--- config.mk ---
export PLATFORM = sky130hd
export DESIGN_NAME = eet_slot_eval
export DESIGN_NICKNAME = d
export VERILOG_FILES = /design/src/sv/eet_pkg.sv /design/src/sv/eet_slot_eval.sv
export SDC_FILE = /design/constraint.sdc
export NUM_CORES = 1
export LEC_CHECK = 0
export CORE_ASPECT_RATIO = 1.4
export CORE_MARGIN = 2
export CORE_UTILIZATION = 45
export DETAILED_ROUTE_END_ITERATION = 8
export DONT_BUFFER_PORTS = 1
export PLACE_DENSITY = 0.67
export SLEW_MARGIN = 25
export SYNTH_ARGS = -nofsm -noshare
export SYNTH_HDL_FRONTEND = slang
export SYNTH_SLANG_ARGS = --single-unit
--- constraint.sdc ---
create_clock -name vclk -period 3.59
set_input_delay 0.359 -clock vclk [all_inputs]
set_output_delay 0.359 -clock vclk [all_outputs]
set_load 0.1 [all_outputs]
--- src/sv/eet_pkg.sv ---
// ----------------------------------------------------------------------------
// eet_pkg: shared types and codes for the expiring entry table
// Request and response item layouts, action and status codes, slot word
// layout and the default table depth.
// ----------------------------------------------------------------------------
package eet_pkg;

  localparam int SLOT_COUNT_DEF = 256;

  localparam logic [31:0] FRAME_MAX = 32'hFFFF_FFFF;
  localparam logic [8:0]  FREED_MAX = 9'h1FF;

  // action codes
  localparam logic [1:0] ACT_INSERT = 2'd0;
  localparam logic [1:0] ACT_REMOVE = 2'd1;
  localparam logic [1:0] ACT_TICK   = 2'd2;
  localparam logic [1:0] ACT_NOP    = 2'd3;

  // status codes
  localparam logic [1:0] ST_INSERTED = 2'd0;
  localparam logic [1:0] ST_FULL     = 2'd1;
  localparam logic [1:0] ST_DONE     = 2'd2;

  typedef struct packed {
    logic [1:0]         action;
    logic signed [31:0] owner_ref;
    logic [30:0]        lifetime;
  } req_item_t;

  typedef struct packed {
    logic [1:0] status;
    logic [7:0] slot_index;
    logic [8:0] freed_count;
  } rsp_item_t;

  // one table slot as stored in the slot memory
  typedef struct packed {
    logic        valid;
    logic [31:0] owner;
    logic [31:0] expiry;
  } slot_word_t;

endpackage

--- src/sv/eet_slot_eval.sv ---
// ----------------------------------------------------------------------------
// eet_slot_eval: shared slot compare unit
// Shared 32-bit operands: owner match for remove, expiry below frame for tick.
// ----------------------------------------------------------------------------
module eet_slot_eval (
  input  logic [1:0]          op,
  input  eet_pkg::slot_word_t word,
  input  logic [31:0]         owner_key,
  input  logic [31:0]         frame,
  output logic                hit
);

  logic [31:0] lhs;
  logic [31:0] rhs;
  logic        match;
  logic        below;

  // operand select, then an equal and a less-than compare
  always_comb begin
    lhs = word.expiry;
    rhs = frame;
    if (op == eet_pkg::ACT_REMOVE) begin
      lhs = word.owner;
      rhs = owner_key;
    end
  end

  assign match = (lhs == rhs);
  assign below = (lhs < rhs);

  always_comb begin
    case (op)
      eet_pkg::ACT_REMOVE: hit = word.valid && match;
      eet_pkg::ACT_TICK:   hit = word.valid && below;
      default:             hit = 1'b0;
    endcase
  end

endmodule

# After elaboration in Yosys (flattened, before gate mapping)
# Cells that the tools add are included.
[totals] reg_bits=0 elab_cells=9
[classes] n_lt_le_gt_ge=1 muxes=3 n_reduce_logical=2 n_eq_ne=3
[ops] operator="2-to-1 mux 32 bit" n=2
[ops] operator="== test 32 bit" n=1
[ops] operator="less-than comparator 32 bit" n=1
[ops] operator="== test 2 x 1 -> 1 bit (second input constant)" n=1
[ops] operator="== test 2 bit (second input constant)" n=1
[ops] operator="logical AND 1 bit" n=2
[ops] operator="case mux 1 bit (2 select lines)" n=1

# Logic depth before layout (Yosys ltp)
[logic_depth] depth_word=5 depth_mapped=11

# Least setup slack after synthesis
# Ideal clock, no wire load.
[synth_timing] path_type="input port to output port" start="input op[1]" end="output hit" required_ns=3.231 path_stages=11 path_slack_ns=-0.402 arrival_time_ns=3.633 cell_sequence="inv_1 > ha_1 > buf_2 > buf_2 > mux2_2 > ha_1 > nand4_1 > nor3_1 > a21boi_1 > o41a_1 > o21ai_1"
[synth_between] elab_chain_len=5
[synth_lines] element="from (decl)" line_no="eet_slot_eval.sv:6" text="input logic [1:0] op,"
[synth_lines] element="== test 2 x 1 -> 1 bit" line_no="eet_slot_eval.sv:22, eet_slot_eval.sv:32"
[synth_lines] element="2-to-1 mux 32 bit" line_no="eet_slot_eval.sv:22" text="if (op == eet_pkg::ACT_REMOVE) begin"
[synth_lines] element="less-than comparator 32 bit / == test 32 bit (equally long branches)" line_no="eet_slot_eval.sv:29, eet_slot_eval.sv:28"
[synth_lines] element="logical AND 1 bit (on tied branches)" line_no="eet_slot_eval.sv:34, eet_slot_eval.sv:33"
[synth_lines] element="case mux 1 bit (2 select lines) *" line_no="eet_slot_eval.sv:32" text="case (op)"
[synth_lines] element="to (decl)" line_no="eet_slot_eval.sv:10" text="output logic hit"
# Mark *: on every way between the ends. The rest lies on a longest branch, timed or not.

# Worst setup path in the final report
# Ends and elaborated chain as after synthesis.

==> qor.txt <==
Status: finished, final reports clean
FMAX: 312 MHz
Initial DRT Pass Iterations: 4
Simple-gate portion of the synthesized area: 10.1%
CP max FO: 32
CP Data Required Time: 3230 ps
Num rows: 24
Routed len/inst: 16.7 um
RSZ-0062 raised after global routing: no
Cell depth of the worst hold path: 5
Core box area: 3120 um^2
Min Tclk post-route: 3200 ps
Die Ht: 71.5 um
Inst Count DP: 197
Nets: 325
XOR/XNOR share of the synthesized area: 0%
Min-delay src: word[64]
Hold_ws: 1200 ps
Antenna violations before repair: 0
Routed wire length: 3290 um
Fill count: 313
DR iter-0 viols: 9
First-pass GRT wire length: 5050 um
Compound-Gate Fraction of Synth Area: 11.5%
Die area: 3730 um^2
Max IR drop VDD: 0.0000629 V
DPL Wire Length: 3060 um
Startpoint Class: input port
Avg Inst Size Synth: 9.21 um^2
CP arrival: 2850 ps
Tightest Hold Check Type: in -> out
Cell Pwr Density: 123 nW/um^2
WHS Endpoint: hit
Yosys top cell by area: ha_1
Vias in the first global route: 1296
DR vias/cell: 6.42
Grt total ovfl: 0
Seq/Total Area, Yosys: 0%
Synth cell types: 24
Post-synthesis mux area share: 46.5%
Syn Inst Count: 159
Max-cap viol count: 0
IO buf count: 0
Largest net degree at the start of global routing: 33
FF+latch area: 0 um^2
Setup TNS: 0 ps
Share of layout cells above drive strength 1: 27.2%
Slew HR: 71.7%
CLK BUF: 0
Commonest cells in the netlist: ha_1, mux2_2, mux2i_1
Hold Fails Final Rpt: 0
Crit path kind: in -> out
Diode count: 0
Starting Density: 46.9%
Via count: 1265
Die Span X: 52.2 um
Synth Area in Adders: 29.0%
Post-Syn Area: 1470 um^2
Footprint of the multi-input gates: 1430 um^2
Fin. max-slew vios: 0
GPL Wtd Cong: 0.756
CTS hold repair buffers: 0
P_leak: 0.642 nW
Setup Slack @ Placement: 360 ps
Count leader, synth: ha_1
Total setup buffers inserted after CTS: 0
Critical Path End Type: output pin
Top cell type's share of synthesized area: 29.0%
Setup violators final: 0
Syn_nets: 324
Dominant cells by area after synthesis: ha_1, mux2_2, mux2i_1, a21oi_1, nand4_1
DRC viols: 0
Actual slew at the worst max-slew pin: 424 ps
Final std cells w/o fill: 197
Post_cts resized: 0
Ys Warns: 0
Post-DRT Antenna Nets: 0
Largest family of logic cells by synthesized area: multiplexers
Gr usage total: 16.5%
FFs & Latches: 0
Final period util: 89.3%
Final WS setup: 385 ps
# IOs: 132
Area Overhead vs Synth: 6.15%
## metrics by stage
step | utilization [%] | power (mW) | instance area, um^2
global placement | 49.8 | 0.186 | 1560
detailed placement | 49.8 | 0.196 | 1560
floorplan | - | 0.158 | 1470
CTS | 49.8 | 0.197 | 1560
global route | 49.8 | 0.217 | 1560
finish | 49.8 | 0.192 | 1560
## area by class of cell
cell class                 instances  area share [%]
multi-input combinational        150            91.9
tap                               39            3.14
timing repair buffer               6            4.51
inverter                           2           0.483
## critical path, cell delays in order
cell,delay (ps)
inv_1,40
ha_2,200
buf_4,390
mux2_2,390
ha_1,340
a21oi_1,160
a21boi_1,90
a2111oi_2,330
o211ai_1,150
o21ai_2,200
buf_12,190
## worst max path at each step
stage	start	to	slack, ps	cells past startpoint
2_1_floorplan	op[1]	hit	100	11
3_3_place_gp	op[1]	hit	430	11
3_5_place_dp	op[1]	hit	360	11
6_report	op[1]	hit	390	11
5_1_grt	op[1]	hit	210	11
4_1_cts	op[1]	hit	370	11
## cells by family (layout without fill, tap and decap cells)
group	count (synthesis)	in the layout
compound gates	25	25
mux	64	64
fa+ha+maj	34	34
buf+inv	9	8
simple gates	27	27
## power by group
part | total [mW] | internal (mW) | leakage, nW | switching, mW
sequential | 0 | 0 | 0 | 0
combinational | 0.192 | 0.0986 | 0.642 | 0.0934
clock | 0 | 0 | 0 | 0
## cell usage in the layout (no fill, tap or decap), types with 3 or more instances in the layout
| cell | instances |
|---|---|
| a21o_1 | 3 |
| a21oi_1 | 11 |
| buf_4 | 4 |
| ha_1 | 33 |
| mux2_2 | 32 |
| mux2i_1 | 32 |
| nand2_1 | 5 |
| nand3_1 | 5 |
| nand4_1 | 7 |
| nor3_1 | 3 |
## routing by layer
layer / vias to the layer above / routed length (um) / global-route usage, %
met5: - / 0 / 0
met4: 0 / 15 / 0.855
met3: 2 / 275 / 1.25
met2: 85 / 1830 / 34.7
met1: 552 / 1170 / 17.6
li1: 626 / - / -
(Power assumes the default switching activity.)
